<file path="src/rtl/dmr_pkg.sv">
`timescale 1ns / 1ps

package dmr_pkg;

  typedef enum logic [1:0] {
    PH_IDLE = 2'd0,
    PH_RECV = 2'd1,
    PH_MSG  = 2'd2
  } phase_t;

  typedef enum logic [1:0] {
    ERR_NONE    = 2'd0,
    ERR_ILLEGAL = 2'd1,
    ERR_COUNT   = 2'd2,
    ERR_LENGTH  = 2'd3
  } err_t;

  typedef enum logic [1:0] {
    CMD_PUSH  = 2'd0,
    CMD_READ  = 2'd1,
    CMD_CLEAR = 2'd2,
    CMD_NOP   = 2'd3
  } cmd_t;

  localparam logic [1:0] REG_START = 2'd0;
  localparam logic [1:0] REG_STOP  = 2'd1;
  localparam logic [1:0] REG_SEP   = 2'd2;

  localparam logic [7:0] START_RESET = 8'd60;
  localparam logic [7:0] STOP_RESET  = 8'd62;
  localparam logic [7:0] SEP_RESET   = 8'd44;

  localparam logic [7:0] CHAR_NUL   = 8'd0;
  localparam logic [7:0] CHAR_NL    = 8'd10;
  localparam logic [7:0] CHAR_SPACE = 8'd32;

  typedef struct packed {
    logic       message_ready;
    logic [3:0] item_count;
    err_t       error_code;
    logic       rd_ok;
  } stat_t;

endpackage

</file>
<file path="src/rtl/dmr_ctrl.sv">
`timescale 1ns / 1ps

module dmr_ctrl #(
  parameter int MAX_ITEMS    = 8,
  parameter int MAX_ITEM_LEN = 16,
  localparam int CNTW = $clog2(MAX_ITEMS + 1),
  localparam int LW   = $clog2(MAX_ITEM_LEN + 1),
  localparam int IW   = $clog2(MAX_ITEMS),
  localparam int AW   = $clog2(MAX_ITEMS * MAX_ITEM_LEN)
) (
  input  logic               clk,
  input  logic               rst_n,
  input  logic               cfg_we,
  input  logic [1:0]         cfg_index,
  input  logic [7:0]         cfg_wdata,
  input  logic               step,
  input  logic [1:0]         cmd,
  input  logic [7:0]         byte_in,
  input  logic [2:0]         item_index,
  output dmr_pkg::stat_t     stat,
  output logic               char_we,
  output logic [AW-1:0]      char_waddr,
  output logic [7:0]         char_wdata,
  output logic               len_we,
  output logic [IW-1:0]      len_waddr,
  output logic [LW-1:0]      len_wdata
);

  localparam int CMPW = (CNTW > 3) ? CNTW : 3;

  dmr_pkg::phase_t phase_r, phase_nxt;
  dmr_pkg::err_t   err_r, err_nxt;
  logic [CNTW-1:0] items_r, items_nxt;
  logic [LW-1:0]   pos_r, pos_nxt;
  logic [7:0]      start_r, stop_r, sep_r;

  logic            is_blank;
  logic            abort;
  dmr_pkg::err_t   abort_err;
  logic            close_item;
  logic            store_char;

  assign is_blank = (byte_in == dmr_pkg::CHAR_NL) || (byte_in == dmr_pkg::CHAR_SPACE);

  always_ff @(posedge clk) begin
    if (!rst_n) begin
      start_r <= dmr_pkg::START_RESET;
      stop_r  <= dmr_pkg::STOP_RESET;
      sep_r   <= dmr_pkg::SEP_RESET;
    end else if (cfg_we) begin
      unique case (cfg_index)
        dmr_pkg::REG_START: start_r <= cfg_wdata;
        dmr_pkg::REG_STOP:  stop_r  <= cfg_wdata;
        dmr_pkg::REG_SEP:   sep_r   <= cfg_wdata;
        default: ;
      endcase
    end
  end

  // command and byte decode
  always_comb begin
    phase_nxt  = phase_r;
    err_nxt    = err_r;
    abort      = 1'b0;
    abort_err  = dmr_pkg::ERR_NONE;
    close_item = 1'b0;
    store_char = 1'b0;
    unique case (dmr_pkg::cmd_t'(cmd))
      dmr_pkg::CMD_PUSH: begin
        if (byte_in != dmr_pkg::CHAR_NUL) begin
          unique case (phase_r)
            dmr_pkg::PH_IDLE: begin
              if (byte_in == start_r) begin
                abort     = 1'b1;
                abort_err = dmr_pkg::ERR_NONE;
                phase_nxt = dmr_pkg::PH_RECV;
              end else if (!is_blank) begin
                abort     = 1'b1;
                abort_err = dmr_pkg::ERR_ILLEGAL;
                phase_nxt = dmr_pkg::PH_IDLE;
              end
            end
            dmr_pkg::PH_RECV: begin
              if (byte_in == start_r) begin
                abort     = 1'b1;
                abort_err = dmr_pkg::ERR_ILLEGAL;
                phase_nxt = dmr_pkg::PH_IDLE;
              end else if (byte_in == stop_r) begin
                close_item = (pos_r != '0);
                phase_nxt  = dmr_pkg::PH_MSG;
              end else if (byte_in == sep_r) begin
                if (pos_r == '0) begin
                  abort     = 1'b1;
                  abort_err = dmr_pkg::ERR_LENGTH;
                  phase_nxt = dmr_pkg::PH_IDLE;
                end else if (items_r >= CNTW'(MAX_ITEMS - 1)) begin
                  abort     = 1'b1;
                  abort_err = dmr_pkg::ERR_COUNT;
                  phase_nxt = dmr_pkg::PH_IDLE;
                end else begin
                  close_item = 1'b1;
                end
              end else if (pos_r >= LW'(MAX_ITEM_LEN)) begin
                abort     = 1'b1;
                abort_err = dmr_pkg::ERR_LENGTH;
                phase_nxt = dmr_pkg::PH_IDLE;
              end else if (!is_blank && (items_r < CNTW'(MAX_ITEMS))) begin
                store_char = 1'b1;
              end
            end
            default: ;
          endcase
        end
      end
      dmr_pkg::CMD_CLEAR: begin
        abort     = 1'b1;
        abort_err = dmr_pkg::ERR_NONE;
        phase_nxt = dmr_pkg::PH_IDLE;
      end
      dmr_pkg::CMD_READ: ;
      dmr_pkg::CMD_NOP:  ;
      default: ;
    endcase
  end

  always_comb begin
    items_nxt = items_r;
    pos_nxt   = pos_r;
    if (abort) begin
      items_nxt = '0;
      pos_nxt   = '0;
    end else if (store_char) begin
      pos_nxt = pos_r + LW'(1);
    end else if (phase_nxt == dmr_pkg::PH_MSG && phase_r == dmr_pkg::PH_RECV) begin
      pos_nxt = '0;
      if (close_item && (items_r < CNTW'(MAX_ITEMS))) begin
        items_nxt = items_r + CNTW'(1);
      end
    end else if (close_item) begin
      items_nxt = items_r + CNTW'(1);
      pos_nxt   = '0;
    end
  end

  assign char_we    = step && store_char;
  assign char_waddr = AW'(32'(items_r) * 32'(MAX_ITEM_LEN) + 32'(pos_r));
  assign char_wdata = byte_in;
  assign len_we     = step && close_item && (items_r < CNTW'(MAX_ITEMS));
  assign len_waddr  = IW'(items_r);
  assign len_wdata  = pos_r;

  always_comb begin
    stat.message_ready = (phase_nxt == dmr_pkg::PH_MSG);
    stat.item_count    = stat.message_ready ? 4'(items_nxt) : 4'd0;
    stat.error_code    = abort ? abort_err : err_nxt;
    stat.rd_ok         = (dmr_pkg::cmd_t'(cmd) == dmr_pkg::CMD_READ) &&
                         (phase_r == dmr_pkg::PH_MSG) &&
                         (CMPW'(item_index) < CMPW'(items_r));
  end

  always_ff @(posedge clk) begin
    if (!rst_n) begin
      phase_r <= dmr_pkg::PH_IDLE;
      err_r   <= dmr_pkg::ERR_NONE;
      items_r <= '0;
      pos_r   <= '0;
    end else if (step) begin
      phase_r <= phase_nxt;
      err_r   <= abort ? abort_err : err_nxt;
      items_r <= items_nxt;
      pos_r   <= pos_nxt;
    end
  end

endmodule

</file>
<file path="src/rtl/delimited_message_receiver_core.sv">
// an input transfer's result is held in the s1 registers, then in the output register
// one item per cycle with out_tready high; state update and both memory reads run in parallel
// the character store and length table are synchronous memories, read into registers at accept
// a stalled output holds the pipeline; input is taken while the output register drains
// reset (rst_n low, synchronous): idle, no error, registers at '<' '>' ',', pipeline empty
`timescale 1ns / 1ps

module delimited_message_receiver_core #(
  parameter int MAX_ITEMS    = 8,
  parameter int MAX_ITEM_LEN = 16
) (
  input  logic        clk,
  input  logic        rst_n,
  input  logic        in_tvalid,
  output logic        in_tready,
  input  logic [15:0] in_tdata,   // byte_in, item_index, char_index, zero pad
  input  logic [1:0]  in_tuser,   // cmd
  output logic        out_tvalid,
  input  logic        out_tready,
  output logic [15:0] out_tdata,  // message_ready, item_count, error_code, read_char, zero pad
  input  logic        cfg_we,
  input  logic [1:0]  cfg_index,
  input  logic [7:0]  cfg_wdata
);

  localparam int LW    = $clog2(MAX_ITEM_LEN + 1);
  localparam int IW    = $clog2(MAX_ITEMS);
  localparam int DEPTH = MAX_ITEMS * MAX_ITEM_LEN;
  localparam int AW    = $clog2(DEPTH);
  localparam int CMP2  = (LW > 4) ? LW : 4;

  logic [7:0]      byte_in;
  logic [2:0]      item_index;
  logic [3:0]      char_index;
  logic            in_fire;

  dmr_pkg::stat_t  stat;
  logic            char_we;
  logic [AW-1:0]   char_waddr;
  logic [7:0]      char_wdata;
  logic            len_we;
  logic [IW-1:0]   len_waddr;
  logic [LW-1:0]   len_wdata;
  logic [AW-1:0]   char_raddr;
  logic [IW-1:0]   len_raddr;

  logic [7:0]      char_mem [DEPTH];
  logic [LW-1:0]   len_mem [MAX_ITEMS];

  logic            s1_valid_r, s1_valid_nxt;
  dmr_pkg::stat_t  s1_stat_r;
  logic [3:0]      s1_pos_r;
  logic [7:0]      char_rd_r;
  logic [LW-1:0]   len_rd_r;
  logic            s1_move;
  logic [7:0]      read_char;

  logic            out_valid_r, out_valid_nxt;
  logic [15:0]     out_data_r;

  assign byte_in    = in_tdata[7:0];
  assign item_index = in_tdata[10:8];
  assign char_index = in_tdata[14:11];

  assign s1_move   = s1_valid_r && (!out_valid_r || out_tready);
  assign in_tready = !s1_valid_r || s1_move;
  assign in_fire   = in_tvalid && in_tready;

  dmr_ctrl #(
    .MAX_ITEMS    (MAX_ITEMS),
    .MAX_ITEM_LEN (MAX_ITEM_LEN)
  ) u_ctrl (
    .clk        (clk),
    .rst_n      (rst_n),
    .cfg_we     (cfg_we),
    .cfg_index  (cfg_index),
    .cfg_wdata  (cfg_wdata),
    .step       (in_fire),
    .cmd        (in_tuser),
    .byte_in    (byte_in),
    .item_index (item_index),
    .stat       (stat),
    .char_we    (char_we),
    .char_waddr (char_waddr),
    .char_wdata (char_wdata),
    .len_we     (len_we),
    .len_waddr  (len_waddr),
    .len_wdata  (len_wdata)
  );

  // writes only happen while receiving and reads only count once held,
  // so one transfer never reads what the same cycle writes
  assign char_raddr = AW'(32'(item_index) * 32'(MAX_ITEM_LEN) + 32'(char_index));
  assign len_raddr  = IW'(item_index);

  always_ff @(posedge clk) begin
    if (char_we) begin
      char_mem[char_waddr] <= char_wdata;
    end
    if (in_fire) begin
      char_rd_r <= char_mem[char_raddr];
    end
  end

  always_ff @(posedge clk) begin
    if (len_we) begin
      len_mem[len_waddr] <= len_wdata;
    end
    if (in_fire) begin
      len_rd_r <= len_mem[len_raddr];
    end
  end

  always_comb begin
    s1_valid_nxt = s1_valid_r;
    if (in_fire) begin
      s1_valid_nxt = 1'b1;
    end else if (s1_move) begin
      s1_valid_nxt = 1'b0;
    end
  end

  always_ff @(posedge clk) begin
    if (in_fire) begin
      s1_stat_r <= stat;
      s1_pos_r  <= char_index;
    end
  end

  assign read_char = (s1_stat_r.rd_ok && (CMP2'(s1_pos_r) < CMP2'(len_rd_r))) ? char_rd_r
                                                                              : 8'd0;

  always_comb begin
    out_valid_nxt = out_valid_r;
    if (s1_move) begin
      out_valid_nxt = 1'b1;
    end else if (out_tready) begin
      out_valid_nxt = 1'b0;
    end
  end

  always_ff @(posedge clk) begin
    if (s1_move) begin
      out_data_r <= {1'b0, read_char, s1_stat_r.error_code, s1_stat_r.item_count,
                     s1_stat_r.message_ready};
    end
  end

  always_ff @(posedge clk) begin
    if (!rst_n) begin
      s1_valid_r  <= 1'b0;
      out_valid_r <= 1'b0;
    end else begin
      s1_valid_r  <= s1_valid_nxt;
      out_valid_r <= out_valid_nxt;
    end
  end

  assign out_tvalid = out_valid_r;
  assign out_tdata  = out_data_r;

endmodule

</file>
<file path="config.mk">
export PLATFORM = sky130hd
export DESIGN_NAME = delimited_message_receiver_core
export DESIGN_NICKNAME = d
export VERILOG_FILES = /design/src/rtl/dmr_pkg.sv /design/src/rtl/dmr_ctrl.sv /design/src/rtl/delimited_message_receiver_core.sv
export SDC_FILE = /design/constraint.sdc
export NUM_CORES = 1
export LEC_CHECK = 0
export BUFFER_PORTS_ARGS = -buffer_cell sky130_fd_sc_hd__buf_2
export CAP_MARGIN = 20
export CORE_ASPECT_RATIO = 0.9
export CORE_MARGIN = 3
export CORE_UTILIZATION = 60
export DETAILED_ROUTE_END_ITERATION = 16
export PLACE_DENSITY = 0.72
export REMOVE_ABC_BUFFERS = 1
export SLEW_MARGIN = 0
export SYNTH_ARGS = -nofsm -noshare
export SYNTH_HDL_FRONTEND = slang
export SYNTH_SLANG_ARGS = --single-unit
export TNS_END_PERCENT = 5
</file>
<file path="constraint.sdc">
create_clock -name clk -period 5.7 [get_ports clk]
set_clock_uncertainty 0.15 [all_clocks]
set_input_delay 1.14 -clock clk [delete_from_list [all_inputs] [get_ports clk]]
set_output_delay 1.14 -clock clk [all_outputs]
set_load 0.005 [all_outputs]
</file>
==> reports/metrics.yaml, run 1 <==
synthesis:
  muxShareOfSynthArea: 0.169
  synth_compound_area_frac: 0.0160
  netlist_area_um2: 44700
  syn_inst: 2118
  synth_edf_count: 1104
  synth_top_area_cell: "edfxtp_1"
  synth-async-reset-ratio: 0
  yosys.cell_types.count: 62
  synthSimpleGateAreaFrac: 0.0352
  yosysTopAreaCellShare: 0.741
  netlist_top_cells_area: "edfxtp_1 74%, mux4_2 16%, dfxtp_1 1.7%"
  synthXorXnorAreaFrac: 0.00548
  seq_area_frac_synth: 0.759
  avgSynthCellArea_um2: 21.1
  ys.flop_type: "edfxtp_1"
  synthesis.yosys.warnings: 0
  synth_top_family_by_area: "multiplexers"
  synth_adder_area_share: 0.00280
  ys_ff_latch: 1143
cts:
  cts_buffers: 108
  postCtsSetupRepairBufs: 0
  cts_tree: "done"
  clk_pin_slew_ns: 0.06
  ctsHoldBuffers: 0
  cts_buffer_depth: 3
  insertion_delay_ns: 0.69
  numClockSinks: 1143
  cts_resized: 0
  root_buffer: "clkbuf_16"
  h-tree-depth: 3
sta:
  fin_tns_setup_ns: 0
  final_max_slew_viol_count: 0
  setup_slack_ns: 1.53
  fin_crit_sh: 0.732
  fmax_ghz: 0.240
  max-slew-margin-rel: 0.348
  hold_viol_final: 0
  finalSetupViolations: 0
  fin_crit_ns: 4.17
  rsz0062_at_grt: "no"
  worst_slew_pin_slew_ns: 0.978
grt:
  grt_start_max_net_pins: 105
  grt.total_usage: 0.262
  grt.overflow.total: 0
  grt_pass1_wl_um: 148000
  antenna_found_initial: 8
  grt_pass1_vias: 22000
outcome:
  status: "complete, no violations"
finish:
  layout_commonest_cell: "edfxtp_1"
  layout.nets: 2264
  final_layout_size_suffix_gt1_frac: 0.256
  final_cell_mix: "1,104 x edfxtp_1, 314 x mux4_2, 163 x nor2_1"
  diodes: 0
  area_growth_pct: 11.2
worst_setup_path:
  startpoint_type: "primary input"
  setup.worst_path.end_class: "flip-flop"
  path_max_fanout: 30
  cp.arrival_ns: 4.34
  crit_type: "primary input to flip-flop"
  required_ns: 5.87
floorplan:
  start_util: 0.608
  die_x_um: 294
  rows: 94
  die_height_um: 265
  core_um2: 73500
  fp.dieArea_um2: 77900
  pin_count: 51
drt:
  viasPerCell: 6.60
  route.detailed.drc: 0
  ant_nets: 0
  drt_iter0_markers: 2629
  routedWlPerCell_um: 30.2
  vias: 21600
  detail_route.first_pass.iterations: 5
  wl_um: 98800
power_and_ir_drop:
  ir_drop_v: 0.000291
  power_density_nw_per_um2: 343
  leakage_nw: 15.7
place:
  dpl_worst_slack_ns: 0.839
  place_congestion: 0.836
  dp_hpwl_um: 59600
  portBuffers: 48
job:
  drv_cap: 0
min_path:
  min_path_type: "flip-flop to flip-flop"
## worst max-delay path, stage by stage
cell and delay [ns]:
buf_4 0.30, xor2_1 0.18, nor4_1 0.09, and2_0 0.27
or4b_1 0.75, or3_2 0.88, buf_4 0.34, nor2_2 0.34
## cells in the mapped netlist, drive strengths merged (10+ instances only)
library cell / count
a21oi: 27
o21ai: 33
nor3: 15
clkbuf: 53
mux2i: 42
dfxtp: 39
xor2: 18
buf: 62
xnor2: 10
edfxtp: 1104
inv: 20
ha: 10
or3: 10
nand2: 51
a221oi: 16
mux4: 314
nor2: 174
nand3: 26
## cell families (layout without fill, tap and decap cells)
| kind of cell | Yosys count | count (layout) |
|---|---|---|
| AOI/OAI and AO/OA | 110 | 110 |
| xor gates and xnor gates | 28 | 28 |
| adders and majority gates | 10 | 10 |
| buffers and inverters | 135 | 329 |
| DFF | 1143 | 1143 |
| muxes | 361 | 361 |
| other | 1 | 1 |
| and+or+nand+nor | 330 | 330 |
## power by group
group          internal (mW)  switching (mW)
registers               9.23          0.0138
clock network           4.03            3.03
logic                  0.305           0.462
total                   13.6            3.51
## metal layers
layer | part of all wire | track usage
met5 | 0.00017 | 0
met4 | 0.026 | 0.0670
met3 | 0.094 | 0.0550
met2 | 0.48 | 0.409
met1 | 0.40 | 0.389
## area by class of cell
class,instances,area (um2)
sequential,1143,33900
fill,4486,23800
multi-input combinational,840,10200
clock buffer,136,2840
tap,960,1200
timing repair buffer,108,835
clock inverter,65,658
inverter,20,75.1
## registers in the layout, indices dropped and copies added, names as in the netlist, 4 cells and up
signal,flops
char_mem,1024
char_rd_r,8
len_mem,40
len_rd_r,5
out_tdata,15
s1_pos_r,4
s1_stat_r,8
u_ctrl.items_r,4
u_ctrl.len_wdata,5
u_ctrl.sep_r,8
u_ctrl.start_r,8
u_ctrl.stop_r,8
## final timing paths
check	start	endpoint	slack, ns	depth (start not counted)
max	in_tdata[0]	char_mem[87][0]$_DFFE_PP_	1.53	8
max reg2reg	u_ctrl.phase_r[1]$_SDFFE_PN0P_	char_mem[87][0]$_DFFE_PP_	1.85	7
min	s1_stat_r[4]$_SDFFCE_PP0P_	out_tdata[2]$_DFFE_PP_	0.27	0
min reg2reg	s1_stat_r[4]$_SDFFCE_PP0P_	out_tdata[2]$_DFFE_PP_	0.27	0
## through the flow
| stage | instances | hold WS [ns] | cell area (um2) | power, mW | utilization |
|---|---|---|---|---|---|
| 5_1_grt | 3272 | 0.276 | 49800 | 17.5 | 0.677 |
| 6_report | 3272 | 0.269 | 49800 | 17.1 | 0.677 |
| 2_1_floorplan | 2003 | 0.250 | 44200 | 9.75 | - |
| 3_5_place_dp | 3069 | 0.256 | 46200 | 10.2 | 0.629 |
| 3_3_place_gp | 3069 | 0.254 | 46200 | 10.2 | 0.629 |
| 4_1_cts | 3270 | 0.270 | 49700 | 17.2 | 0.676 |
Note: power is estimated with default switching activity, not from simulation.
==> inputs of run 2 (changes only) <==
Clock period 5.7 ns to 4.2 ns, I/O delays scaled along.
==> reports/metrics.yaml, run 2 (synthesis gave the netlist of run 1 again) <==
job:
  drv_cap: 0  # unchanged
finish:
  final_layout_size_suffix_gt1_frac: 0.269  # was 0.256
  stdcell_area_um2: 50100  # was 49,800 um2
  final_cell_mix: "1,104 x edfxtp_1, 314 x mux4_2, 163 x nor2_1"  # unchanged
  layout.nets: 2313  # was 2,264
  final_util: 0.682  # was 0.677
  layout_commonest_cell: "edfxtp_1"  # unchanged
  regMostFlops: "char_mem"  # unchanged
  largest_reg_flops: 1024  # unchanged
  area_growth_pct: 12.0  # was 11.2%
  fin_cells: 3322  # was 3,272
worst_setup_path:
  path_max_fanout: 16  # was 30
  required_ns: 4.34  # was 5.87 ns
  crit_type: "flip-flop to flip-flop"  # was primary input to flip-flop
  setup.worst_path.end_class: "flip-flop"  # unchanged
  reg2regPathDepth: 8  # was 7
  startpoint_type: "flip-flop"  # was primary input
  cp.arrival_ns: 3.74  # was 4.34 ns
sta:
  fin_crit_sh: 0.857
  fin_tns_setup_ns: 0  # unchanged
  fmax_ghz: 0.278
  rsz0062_at_grt: "no"  # unchanged
  fin_crit_ns: 3.60
  max-slew-margin-rel: 0.247  # was 0.348
  finalSetupViolations: 0  # unchanged
  hold_viol_final: 0  # unchanged
  worst_slew_pin_slew_ns: 1.13  # was 0.978 ns
  final_max_slew_viol_count: 0  # unchanged
floorplan:
  die_height_um: 265  # unchanged
  start_util: 0.608  # unchanged
  fp.dieArea_um2: 77900  # unchanged
  rows: 94  # unchanged
  core_um2: 73500  # unchanged
  die_x_um: 294  # unchanged
  pin_count: 51  # unchanged
power_and_ir_drop:
  p_total_mw: 22.8  # was 17.1 mW
  leakage_nw: 15.9  # was 15.7 nW
  ir_drop_v: 0.000408  # was 0.000291 V
  power_density_nw_per_um2: 455  # was 343 nW/um2
grt:
  met1_usage: 0.389  # about the same
  globalRoute.busiestLayer: "met2"  # unchanged
  grt.overflow.total: 0  # unchanged
  grt.total_usage: 0.261  # was 0.262
  grt_pass1_wl_um: 148000  # about the same
  met2_usage: 0.407  # was 0.409
  grt_start_max_net_pins: 96  # was 105
  grt_pass1_vias: 22100  # was 22,000
  antenna_found_initial: 12  # was 8
  met3_usage: 0.0495  # was 0.0550
cts:
  postCtsSetupRepairBufs: 0  # unchanged
  root_buffer: "clkbuf_16"  # unchanged
  cts_tree: "done"  # unchanged
  insertion_delay_ns: 0.67  # was 0.69 ns
  h-tree-depth: 3  # unchanged
  cts_buffers: 107  # was 108
  numClockSinks: 1143  # unchanged
  clk_pin_slew_ns: 0.06  # about the same
  ctsHoldBuffers: 0  # unchanged
  cts_resized: 0  # unchanged
  cts_buffer_depth: 3  # unchanged
place:
  place_area_um2: 46800  # was 46,200 um2
  dp_hpwl_um: 61200  # was 59,600 um
  dp_cells: 3121  # was 3,069
  place_congestion: 0.840  # was 0.836
  portBuffers: 48  # unchanged
outcome:
  status: "complete, no violations"  # unchanged
drt:
  detail_route.first_pass.iterations: 5  # unchanged
  viasPerCell: 6.56  # was 6.60
  wl_um: 99300  # was 98,800 um
  routedWlPerCell_um: 29.9  # was 30.2 um
  vias: 21800  # was 21,600
  drt_iter0_markers: 2553  # was 2,629
  ant_nets: 0  # unchanged
  route.detailed.drc: 0  # unchanged
min_path:
  whs_path_depth: 0  # unchanged
  min_path_type: "flip-flop to flip-flop"  # unchanged
run 2: path summary, 6_finish.rpt:
| path | start | to | slack, ns |
|---|---|---|---|
| max reg2reg | u_ctrl.phase_r[1]$_SDFFE_PN0P_ | char_mem[37][3]$_DFFE_PP_ | 0.60 |
| max | u_ctrl.phase_r[1]$_SDFFE_PN0P_ | char_mem[37][3]$_DFFE_PP_ | 0.60 |
| min reg2reg | s1_stat_r[4]$_SDFFCE_PP0P_ | out_tdata[2]$_DFFE_PP_ | 0.27 |
| min | s1_stat_r[4]$_SDFFCE_PP0P_ | out_tdata[2]$_DFFE_PP_ | 0.27 |
run 2: power breakdown:
| part | internal [mW] | total [mW] | switching, mW |
|---|---|---|---|
| clock | 5.17 | 9.22 | 4.05 |
| combinational | 0.421 | 1.06 | 0.638 |
| sequential | 12.5 | 12.5 | 0.0146 |
run 2: cell type report:
type	count	area, um2
inverters	20	75.1
clock inverters	56	509
diodes	5	12.5
repair buffers	158	1340
clock buffers	140	2820
flip-flops and latches	1143	33900
well taps	960	1200
fillers	4435	23400
multi-input cells	840	10200
run 2: routing by layer:
| layer | part of all wire | wire length (um) |
|---|---|---|
| met1 | 0.40 | 39700 |
| met2 | 0.49 | 48300 |
| met5 | 0.00031 | 31 |
| met4 | 0.025 | 2460 |
| met3 | 0.089 | 8890 |
run 2: critical path, stage by stage (launching register included):
cell	delay (ns)
dfxtp_1	0.35
or3_1	0.39
a21oi_2	0.18
nand2_1	0.16
or4b_1	0.65
nor2_4	0.23
nand3_1	0.17
buf_12	0.26
nor2_1	0.67
run 2: through the flow:
stage	setup WS [ns]	hold slack, ns
after floorplan	0.310	0.250
after global placement	0.208	0.254
after detailed placement	0.0140	0.260
after CTS	0.620	0.251
after global routing	0.451	0.276
final	0.599	0.271
